### config.mk
export PLATFORM = sky130hd
export DESIGN_NAME = straight_move_profile_with_wheel_sync_core
export DESIGN_NICKNAME = d
export VERILOG_FILES = /design/src/rtl/core/smpws_pkg.sv /design/src/rtl/core/smpws_in_stage.sv /design/src/rtl/core/smpws_pass.sv /design/src/rtl/core/smpws_out_stage.sv /design/src/rtl/core/straight_move_profile_with_wheel_sync_core.sv
export SDC_FILE = /design/constraint.sdc
export NUM_CORES = 1
export LEC_CHECK = 0
export CORE_AREA = 3 3 235 168
export DETAILED_ROUTE_END_ITERATION = 16
export DIE_AREA = 0 0 238 171
export DONT_BUFFER_PORTS = 1
export GPL_ROUTABILITY_DRIVEN = 0
export GPL_TIMING_DRIVEN = 0
export PLACE_DENSITY = 0.7
export SLEW_MARGIN = 20
export SYNTH_ARGS = -nofsm -noshare
export SYNTH_HDL_FRONTEND = slang
export SYNTH_SLANG_ARGS = --single-unit
### constraint.sdc
create_clock -name clk -period 16.71 [get_ports clk]
set_input_delay 2.5065 -clock clk [delete_from_list [all_inputs] [get_ports clk]]
set_output_delay 2.5065 -clock clk [all_outputs]
set_load 0.005 [all_outputs]
### src/rtl/core/smpws_pkg.sv
// ----------------------------------------------------------------------------
// smpws_pkg
// Types, constants and helpers shared by the straight-move profile block.
// ----------------------------------------------------------------------------
package smpws_pkg;

  localparam int COUNT_BITS_DEF = 32;
  localparam int DUTY_W         = 8;
  localparam int ZONE_W         = 16;
  localparam int DIST_W         = 16;
  localparam int ENC_W          = 32;
  localparam int PHASE_W        = 3;
  localparam int CFG_IDX_W      = 2;
  localparam int CFG_DATA_W     = 16;
  localparam int S_TDATA_W      = 80;
  localparam int M_TDATA_W      = 24;

  // Configuration register indexes.
  localparam logic [CFG_IDX_W-1:0] REG_CRUISE_DUTY = 2'd0;
  localparam logic [CFG_IDX_W-1:0] REG_CREEP_DUTY  = 2'd1;
  localparam logic [CFG_IDX_W-1:0] REG_DECEL_FLOOR = 2'd2;
  localparam logic [CFG_IDX_W-1:0] REG_SLOW_ZONE   = 2'd3;

  // Register values after reset.
  localparam logic [DUTY_W-1:0] CRUISE_DUTY_RST = 8'd100;
  localparam logic [DUTY_W-1:0] CREEP_DUTY_RST  = 8'd27;
  localparam logic [DUTY_W-1:0] DECEL_FLOOR_RST = 8'd30;
  localparam logic [ZONE_W-1:0] SLOW_ZONE_RST   = 16'd5;

  // Balance limit sits this far above the cruise duty.
  localparam logic [DUTY_W:0] BAL_MARGIN = 9'd5;
  localparam logic [DUTY_W-1:0] RAMP_STEP  = 8'd1;
  localparam logic [DUTY_W-1:0] DECEL_STEP = 8'd2;
  localparam logic [DUTY_W-1:0] TRIM_STEP  = 8'd1;

  // Phase codes as reported on the result stream.
  localparam logic [PHASE_W-1:0] PH_IDLE   = 3'd0;
  localparam logic [PHASE_W-1:0] PH_RAMP   = 3'd1;
  localparam logic [PHASE_W-1:0] PH_CRUISE = 3'd2;
  localparam logic [PHASE_W-1:0] PH_DECEL  = 3'd3;
  localparam logic [PHASE_W-1:0] PH_CREEP  = 3'd4;

  typedef enum logic [4:0] {
    ST_IDLE   = 5'b00001,
    ST_RAMP   = 5'b00010,
    ST_CRUISE = 5'b00100,
    ST_DECEL  = 5'b01000,
    ST_CREEP  = 5'b10000
  } phase_t;

  typedef struct packed {
    logic [DUTY_W-1:0] cruise_duty;
    logic [DUTY_W-1:0] creep_duty;
    logic [DUTY_W-1:0] decel_floor;
    logic [ZONE_W-1:0] slow_zone;
  } cfg_t;

  typedef struct packed {
    logic                     func;
    logic signed [DIST_W-1:0] distance;
    logic signed [ENC_W-1:0]  left_count;
    logic signed [ENC_W-1:0]  right_count;
  } item_t;

  typedef struct packed {
    logic [PHASE_W-1:0] phase;
    logic [DUTY_W-1:0]  right_duty;
    logic [DUTY_W-1:0]  left_duty;
  } result_t;

  function automatic logic [PHASE_W-1:0] phase_code(input phase_t ph);
    logic [PHASE_W-1:0] code;
    case (ph)
      ST_RAMP:   code = PH_RAMP;
      ST_CRUISE: code = PH_CRUISE;
      ST_DECEL:  code = PH_DECEL;
      ST_CREEP:  code = PH_CREEP;
      default:   code = PH_IDLE;
    endcase
    return code;
  endfunction

endpackage

### src/rtl/core/smpws_in_stage.sv
// ----------------------------------------------------------------------------
// smpws_in_stage
// Input register: captures one item from the slave stream and holds it until
// the control pass takes it.
// ----------------------------------------------------------------------------
module smpws_in_stage (
  input  logic                                 clk,
  input  logic                                 rst,
  input  logic                                 s_tvalid,
  output logic                                 s_tready,
  input  logic [smpws_pkg::S_TDATA_W-1:0]      s_tdata,
  input  logic                                 s_tuser,
  input  logic                                 advance,
  output logic                                 item_valid,
  output smpws_pkg::item_t                     item
);
  import smpws_pkg::*;

  logic  valid;
  item_t data;

  // The stage frees up in the same cycle that its item moves on.
  assign s_tready   = !valid || advance;
  assign item_valid = valid;
  assign item       = data;

  always_ff @(posedge clk) begin
    if (rst) begin
      valid <= 1'b0;
    end else if (s_tready) begin
      valid <= s_tvalid;
    end
  end

  always_ff @(posedge clk) begin
    if (s_tvalid && s_tready) begin
      data.func        <= s_tuser;
      data.distance    <= s_tdata[15:0];
      data.left_count  <= s_tdata[47:16];
      data.right_count <= s_tdata[79:48];
    end
  end

endmodule

### src/rtl/core/smpws_pass.sv
// ----------------------------------------------------------------------------
// smpws_pass
// Move state and the single control pass run for each item: start latch,
// phase fall-through and wheel balance.
// ----------------------------------------------------------------------------
module smpws_pass #(
  parameter int COUNT_BITS = smpws_pkg::COUNT_BITS_DEF
) (
  input  logic                 clk,
  input  logic                 rst,
  input  logic                 fire,
  input  smpws_pkg::cfg_t      cfg,
  input  smpws_pkg::item_t     item,
  output smpws_pkg::result_t   res
);
  import smpws_pkg::*;

  localparam int CW = COUNT_BITS;

  logic signed [CW-1:0] left_start, right_start, left_target;
  logic [DUTY_W-1:0]    left_speed, right_speed, left_drive, right_drive;
  phase_t               move_phase;

  logic signed [CW-1:0] left_start_next, right_start_next, left_target_next;
  logic [DUTY_W-1:0]    left_speed_next, right_speed_next;
  logic [DUTY_W-1:0]    left_drive_next, right_drive_next;
  phase_t               move_phase_next;

  logic signed [CW-1:0] lc, rc, dl, dr;
  logic signed [CW+1:0] to_go, bal_diff, zone;
  logic [DUTY_W:0]      speed_sum, limit;
  logic                 ramp_on, cruise_on, ahead, decel_on;
  logic                 balance, done, left_lag, right_lag;

  // Counts are brought to the working width: sign-extended or wrapped.
  assign lc = CW'(item.left_count);
  assign rc = CW'(item.right_count);

  assign dl = lc - left_start;
  assign dr = rc - right_start;

  // Exact distances, two bits wider than the counts so nothing wraps.
  assign to_go    = (CW+2)'(left_target) - (CW+2)'(lc);
  assign bal_diff = (CW+2)'(dr) - (CW+2)'(dl);
  assign zone     = $signed((CW+2)'(cfg.slow_zone));

  assign speed_sum = {1'b0, left_speed} + {1'b0, right_speed};
  assign ramp_on   = speed_sum[DUTY_W:1] < cfg.cruise_duty;
  assign cruise_on = to_go > zone;
  assign ahead     = to_go > $signed((CW+2)'(0));
  assign decel_on  = ahead && (left_speed > cfg.decel_floor);
  assign limit     = {1'b0, cfg.cruise_duty} + BAL_MARGIN;
  assign left_lag  = bal_diff > $signed((CW+2)'(1));
  assign right_lag = bal_diff < $signed(-(CW+2)'(1));

  always_comb begin
    left_start_next  = left_start;
    right_start_next = right_start;
    left_target_next = left_target;
    left_speed_next  = left_speed;
    right_speed_next = right_speed;
    left_drive_next  = left_drive;
    right_drive_next = right_drive;
    move_phase_next  = move_phase;
    balance          = 1'b0;
    done             = 1'b0;

    if (item.func) begin
      left_start_next  = lc;
      right_start_next = rc;
      left_target_next = lc + CW'(item.distance);
      left_speed_next  = '0;
      right_speed_next = '0;
      move_phase_next  = ST_RAMP;
    end else begin
      // Phases whose condition already fails fall through in the same pass.
      if (move_phase_next == ST_RAMP) begin
        if (ramp_on) begin
          left_speed_next  = left_speed_next + RAMP_STEP;
          right_speed_next = right_speed_next + RAMP_STEP;
          balance          = 1'b1;
          done             = 1'b1;
        end else begin
          move_phase_next = ST_CRUISE;
        end
      end
      if (!done && move_phase_next == ST_CRUISE) begin
        if (cruise_on) begin
          balance = 1'b1;
          done    = 1'b1;
        end else begin
          move_phase_next = ST_DECEL;
        end
      end
      if (!done && move_phase_next == ST_DECEL) begin
        if (decel_on) begin
          left_speed_next  = left_speed_next - DECEL_STEP;
          right_speed_next = right_speed_next - DECEL_STEP;
          balance          = 1'b1;
          done             = 1'b1;
        end else begin
          move_phase_next = ST_CREEP;
        end
      end
      if (!done && move_phase_next == ST_CREEP) begin
        done = 1'b1;
        if (ahead) begin
          left_drive_next  = cfg.creep_duty;
          right_drive_next = cfg.creep_duty;
        end else begin
          left_drive_next  = '0;
          right_drive_next = '0;
          move_phase_next  = ST_IDLE;
        end
      end
      if (!done) begin
        move_phase_next = ST_IDLE;
      end
      if (balance) begin
        // Speed up the lagging wheel unless it is already over the limit,
        // in which case its partner is slowed instead.
        if (left_lag) begin
          if ({1'b0, left_speed_next} > limit) begin
            right_speed_next = right_speed_next - TRIM_STEP;
          end else begin
            left_speed_next = left_speed_next + TRIM_STEP;
          end
        end else if (right_lag) begin
          if ({1'b0, right_speed_next} > limit) begin
            left_speed_next = left_speed_next - TRIM_STEP;
          end else begin
            right_speed_next = right_speed_next + TRIM_STEP;
          end
        end
        left_drive_next  = left_speed_next;
        right_drive_next = right_speed_next;
      end
    end
  end

  always_ff @(posedge clk) begin
    if (rst) begin
      left_start  <= '0;
      right_start <= '0;
      left_target <= '0;
      left_speed  <= '0;
      right_speed <= '0;
      left_drive  <= '0;
      right_drive <= '0;
      move_phase  <= ST_IDLE;
    end else if (fire) begin
      left_start  <= left_start_next;
      right_start <= right_start_next;
      left_target <= left_target_next;
      left_speed  <= left_speed_next;
      right_speed <= right_speed_next;
      left_drive  <= left_drive_next;
      right_drive <= right_drive_next;
      move_phase  <= move_phase_next;
    end
  end

  assign res.left_duty  = left_drive_next;
  assign res.right_duty = right_drive_next;
  assign res.phase      = phase_code(move_phase_next);

endmodule

### src/rtl/core/smpws_out_stage.sv
// ----------------------------------------------------------------------------
// smpws_out_stage
// Result register feeding the master stream; holds a result while the
// receiver stalls.
// ----------------------------------------------------------------------------
module smpws_out_stage (
  input  logic                               clk,
  input  logic                               rst,
  input  logic                               load,
  input  smpws_pkg::result_t                 res,
  output logic                               free,
  output logic                               m_tvalid,
  input  logic                               m_tready,
  output logic [smpws_pkg::M_TDATA_W-1:0]    m_tdata
);
  import smpws_pkg::*;

  logic    valid;
  result_t data;

  assign free     = !valid || m_tready;
  assign m_tvalid = valid;
  assign m_tdata  = {5'b0, data};

  always_ff @(posedge clk) begin
    if (rst) begin
      valid <= 1'b0;
    end else if (free) begin
      valid <= load;
    end
  end

  always_ff @(posedge clk) begin
    if (load) begin
      data <= res;
    end
  end

endmodule

### src/rtl/core/straight_move_profile_with_wheel_sync_core.sv
// ----------------------------------------------------------------------------
// straight_move_profile_with_wheel_sync_core
// Straight-move speed profile for a two-wheel drive with encoder balance.
// ----------------------------------------------------------------------------
// Items arrive on the slave stream: s_tuser is the function (start move or
// tick) and s_tdata carries the distance and both encoder counts. Each item
// gives exactly one result on the master stream: both motor duties and the
// phase the move is in after the item.
// The item sits in the input register while the control pass runs, and the
// result register is loaded from the pass once that register is free; the
// result is valid from there. One item is taken every cycle while the
// receiver keeps up; the pass is combinational compares and small adds.
// When the receiver stalls, the result register holds its value and the
// input register still takes one more item, so the slave side stops only
// once both stages are full.
// Configuration writes land at the edge where cfg_we is high and should
// only be made while no item is in flight.
// Reset (rst, synchronous) empties both stages, sets the phase to idle,
// clears duties, start counts and target, and loads the register defaults.
// ----------------------------------------------------------------------------
module straight_move_profile_with_wheel_sync_core #(
  parameter int COUNT_BITS = smpws_pkg::COUNT_BITS_DEF
) (
  input  logic                               clk,
  input  logic                               rst,
  // fields from bit 0: distance[15:0], left_count[47:16], right_count[79:48]
  input  logic [smpws_pkg::S_TDATA_W-1:0]    s_tdata,
  // fields from bit 0: func
  input  logic                               s_tuser,
  input  logic                               s_tvalid,
  output logic                               s_tready,
  // fields from bit 0: left_duty[7:0], right_duty[15:8], phase[18:16]
  output logic [smpws_pkg::M_TDATA_W-1:0]    m_tdata,
  output logic                               m_tvalid,
  input  logic                               m_tready,
  input  logic                               cfg_we,
  input  logic [smpws_pkg::CFG_IDX_W-1:0]    cfg_index,
  input  logic [smpws_pkg::CFG_DATA_W-1:0]   cfg_data
);
  import smpws_pkg::*;

  cfg_t    cfg;
  item_t   item;
  result_t res;
  logic    item_valid, out_free, advance;

  assign advance = item_valid && out_free;

  always_ff @(posedge clk) begin
    if (rst) begin
      cfg.cruise_duty <= CRUISE_DUTY_RST;
      cfg.creep_duty  <= CREEP_DUTY_RST;
      cfg.decel_floor <= DECEL_FLOOR_RST;
      cfg.slow_zone   <= SLOW_ZONE_RST;
    end else if (cfg_we) begin
      case (cfg_index)
        REG_CRUISE_DUTY: cfg.cruise_duty <= cfg_data[DUTY_W-1:0];
        REG_CREEP_DUTY:  cfg.creep_duty  <= cfg_data[DUTY_W-1:0];
        REG_DECEL_FLOOR: cfg.decel_floor <= cfg_data[DUTY_W-1:0];
        REG_SLOW_ZONE:   cfg.slow_zone   <= cfg_data[ZONE_W-1:0];
        default: ;
      endcase
    end
  end

  smpws_in_stage u_in (
    .clk        (clk),
    .rst        (rst),
    .s_tvalid   (s_tvalid),
    .s_tready   (s_tready),
    .s_tdata    (s_tdata),
    .s_tuser    (s_tuser),
    .advance    (advance),
    .item_valid (item_valid),
    .item       (item)
  );

  smpws_pass #(
    .COUNT_BITS (COUNT_BITS)
  ) u_pass (
    .clk  (clk),
    .rst  (rst),
    .fire (advance),
    .cfg  (cfg),
    .item (item),
    .res  (res)
  );

  smpws_out_stage u_out (
    .clk      (clk),
    .rst      (rst),
    .load     (advance),
    .res      (res),
    .free     (out_free),
    .m_tvalid (m_tvalid),
    .m_tready (m_tready),
    .m_tdata  (m_tdata)
  );

endmodule

==> out/qor.csv <==
stage;metric;value;unit
setup_path;CP peak stage delay;0.62;ns
setup_path;crit path buf inv count;2;
setup_path;CP startpoint kind;flip-flop;
die;die width;238;um
die;full die area;40700;um2
layout;multi-input logic area;12870;um2
detailed_routing;vias per cell;6.029;
detailed_routing;TritonRoute pass-1 iters;6;
die;row cnt;59;
placement;HPWL after DPL;45.72;mm
worst_hold_path;worst min path class;flip-flop to flip-flop;
detailed_routing;Top Layer Used;met5;
clock_tree;CTS root buffer;clkbuf_16;
die;Core Box Area;37130;um2
setup_path;Critical Path Most Common Cell;a21oi_1;
setup_path;Reg2Reg Setup Slack;7.38;ns
detailed_routing;Routed WL;58.23;mm
setup_path;Crit Path Category;flip-flop to flip-flop;
logic_synthesis;dominant cells by area after synthesis;dfxtp_1 17%, edfxtp_1 15%, ha_1 13%;
clock_tree;Clock Latency Late Sink;0.60;ns
run_status;status;finished clean;
layout;fin util;59.77;%
logic_synthesis;number of synthesis warnings;0;
clock_tree;CTS tree;built;
setup_path;Worst Setup SP;u_pass.right_speed[1];
timing;Max Fclk;107.2;MHz
clock_tree;hold_buf cts;0;
setup_path;Arr. time, crit path;9.84;ns
clock_tree;Clock Tree Buf Depth;3;
timing;Tmin final;9.330;ns
global_route;vias in the first global route;17120;
logic_synthesis;Top FF cell, synth;dfxtp_1;
clock_tree;Worst-path clk slew;0.07;ns
clock_tree;setup bufs post-CTS;0;
logic_synthesis;Cells after Synth;2497;
setup_path;Critical Path Sink Type;flip-flop;
pwr;LEAKAGE;8.878;nW
global_route;first-pass GRT wire length;91.85;mm
detailed_routing;post-route ant nets;0;
layout;register area;6506;um2
setup_path;Worst path slowest cell;buf_1;
die;Die Y;171;um
global_route;total track usage;28.08;%
detailed_routing;DRC Markers;0;
setup_path;Crit Path Max Fanout;10;
logic_synthesis;Post-synth EDFFs;100;
timing;Worst Slack Setup Final;7.380;ns
pwr;Total Power;1.990;mW
timing;Final Setup Violations;0;
layout;fill cell count;3271;
layout;Area Growth Syn to Fin;8.126;%
worst_hold_path;Min-Delay Path Depth;2;
placement;port bufs;0;
pwr;worst ir drop on vdd;0.08404;mV
pwr;Power Density;89.68;nW/um2
logic_synthesis;Synth Cell Area;20530;um2
worst_hold_path;min-delay src;u_pass.right_start[30];
layout;most frequent cells in the layout;353 x nand2_1, 276 x a21oi_1, 220 x ha_1;
logic_synthesis;post-synth top area cell;dfxtp_1;
timing;clock skew;0.02079;ns
detailed_routing;met3 wire len;6.558;mm
worst_hold_path;end of the worst hold path;u_pass.right_start[30];
logic_synthesis;post-synthesis register bit count;275;
global_route;initial antenna violation count;7;
logic_synthesis;Synth Area per Inst;8.220;um2
setup_path;worst r2r src;u_pass.right_speed[1];
detailed_routing;Vias;18400;
flow_run;Max Cap Violations;0;
logic_synthesis;count of cell types in the netlist;94;
clock_tree;CTS H-tree depth;1;
clock_tree;CTS buffer count;30;
setup_path;Worst R2R Path Depth;32;
timing;slew margin rel.;28.99;%
layout;most common cell after layout, fill and taps aside;nand2_1;
logic_synthesis;Async SR Flop Fraction;0;%
clock_tree;PostCTS Resize Cnt;0;
timing;Final Slew Violations;0;
setup_path;CP required;17.22;ns
placement;Setup WS pre-CTS;7.813;ns
logic_synthesis;Seq/Total Area, Yosys;31.70;%
layout;Final #Nets;2864;
global_route;grt total ovfl;0;
detailed_routing;routed length on met2;23.49;mm
die;Ports;130;
timing;RSZ-0062 raised after global routing;false;
detailed_routing;First DRT Iteration DRCs;1736;
die;initial core utilization;55.28;%
detailed_routing;post-DR wirelength/cell;19.08;um
clock_tree;clk sinks;275;
logic_synthesis;Yosys top cell area share;17.07;%
timing;TNS Setup;0;ns
timing;Final Hold Fails;0;
setup_path;Crit path max-delay family;compound AO/OA/AOI/OAI gates;
detailed_routing;routed length on met1;26.82;mm
timing;worst slew pin tran;1.065;ns
global_route;largest net degree at the start of global routing;58;
layout;layout cells sized above 1;4.378;%
setup_path;capturing point of the worst reg2reg path;u_pass.right_drive[6];
timing;post-route clock period utilization;55.84;%
==> Yosys cell counts, types with 6 or more instances <==
cell type	n
a211o_1	12
a211oi_1	26
a21boi_0	10
a21o_1	53
a21oi_1	276
a221o_1	10
a221oi_1	15
a311oi_1	6
a31oi_1	15
and2_1	9
and3_1	20
buf_1	6
buf_4	6
clkbuf_1	68
dfxtp_1	175
edfxtp_1	100
fa_1	6
ha_1	220
inv_1	209
mux2i_1	13
nand2_1	353
nand2b_1	40
nand3_1	48
nand3b_1	9
nand4_1	24
nor2_1	154
nor2b_1	30
nor3_1	50
nor4_1	16
o2111ai_1	6
o211ai_1	7
o21a_1	31
o21ai_0	104
o21bai_1	11
o22ai_1	10
o31a_1	6
o31ai_1	11
or2_2	18
or3_1	21
or4_1	12
xnor2_1	108
xor2_1	68
==> state kept, by name, indices dropped and copies added, names as in the netlist, 5 cells and up <==
signal / count
u_in.item: 81
u_pass.left_target: 32
u_pass.left_speed: 8
cfg: 40
u_pass.move_phase: 5
u_pass.right_speed: 8
u_pass.right_drive: 8
u_pass.left_drive: 8
u_pass.left_start: 32
u_out.m_tdata: 19
u_pass.right_start: 32
==> where the power goes <==
part | switching [mW] | internal [mW] | total, mW
sequential | 0.0261 | 0.726 | 0.752
clock | 0.296 | 0.378 | 0.673
combinational | 0.336 | 0.228 | 0.564
==> worst max-delay path by stage <==
stage,cells after the start,slack (ns),to
floorplan,41,9.92,u_out.m_tdata[14]
global placement,32,7.95,u_pass.right_drive[6]
detailed placement,32,7.81,u_pass.right_drive[6]
CTS,32,7.77,u_pass.right_drive[6]
global route,33,6.88,u_pass.right_drive[6]
finish,32,7.38,u_pass.right_drive[6]
==> worst min-delay path: cells and delay by family (launching register included) <==
kind,cells,cell delay (ns)
AOI/OAI and AO/OA,1,0.05
DFF,1,0.30
and+or+nand+nor,1,0.05
==> metal layers <==
layer  vias to the layer above  global-route usage, %
li1                       8935                      -
met1                      8596                  41.36
met2                       773                  40.88
met3                        93                  6.897
met4                         2                  7.749
met5                         -                      0
==> cell families (layout without fill, tap and decap cells) <==
kind of cell,after synthesis,count (layout),synth area share [%]
other,1,11,0.01827
AOI/OAI and AO/OA,671,671,20.93
xor gates and xnor gates,177,177,7.589
buffers and inverters,299,356,5.712
muxes,17,17,0.8655
and+or+nand+nor,831,831,19.20
DFF,275,275,31.70
adders and majority gates,226,226,14.00
==> stage by stage <==
step | area, um2 | std cells | hold slack, ns
floorplan | 20540 | 2501 | 0.4356
global placement | 21150 | 2989 | 0.4427
detailed placement | 21180 | 2990 | 0.4468
CTS | 22170 | 3046 | 0.4548
global route | 22190 | 3052 | 0.4800
finish | 22190 | 3052 | 0.4552
==> final cells by class <==
class	count	share of cell area (%)
multi-input cells	1927	57.99
flip-flops and latches	275	29.32
inverters	212	3.586
repair buffers	1	0.1240
diodes	6	0.06765
clock inverters	12	0.5525
plain buffers	87	1.703
clock buffers	44	3.913
well taps	488	2.751
Power figures use the tool's default switching activity.
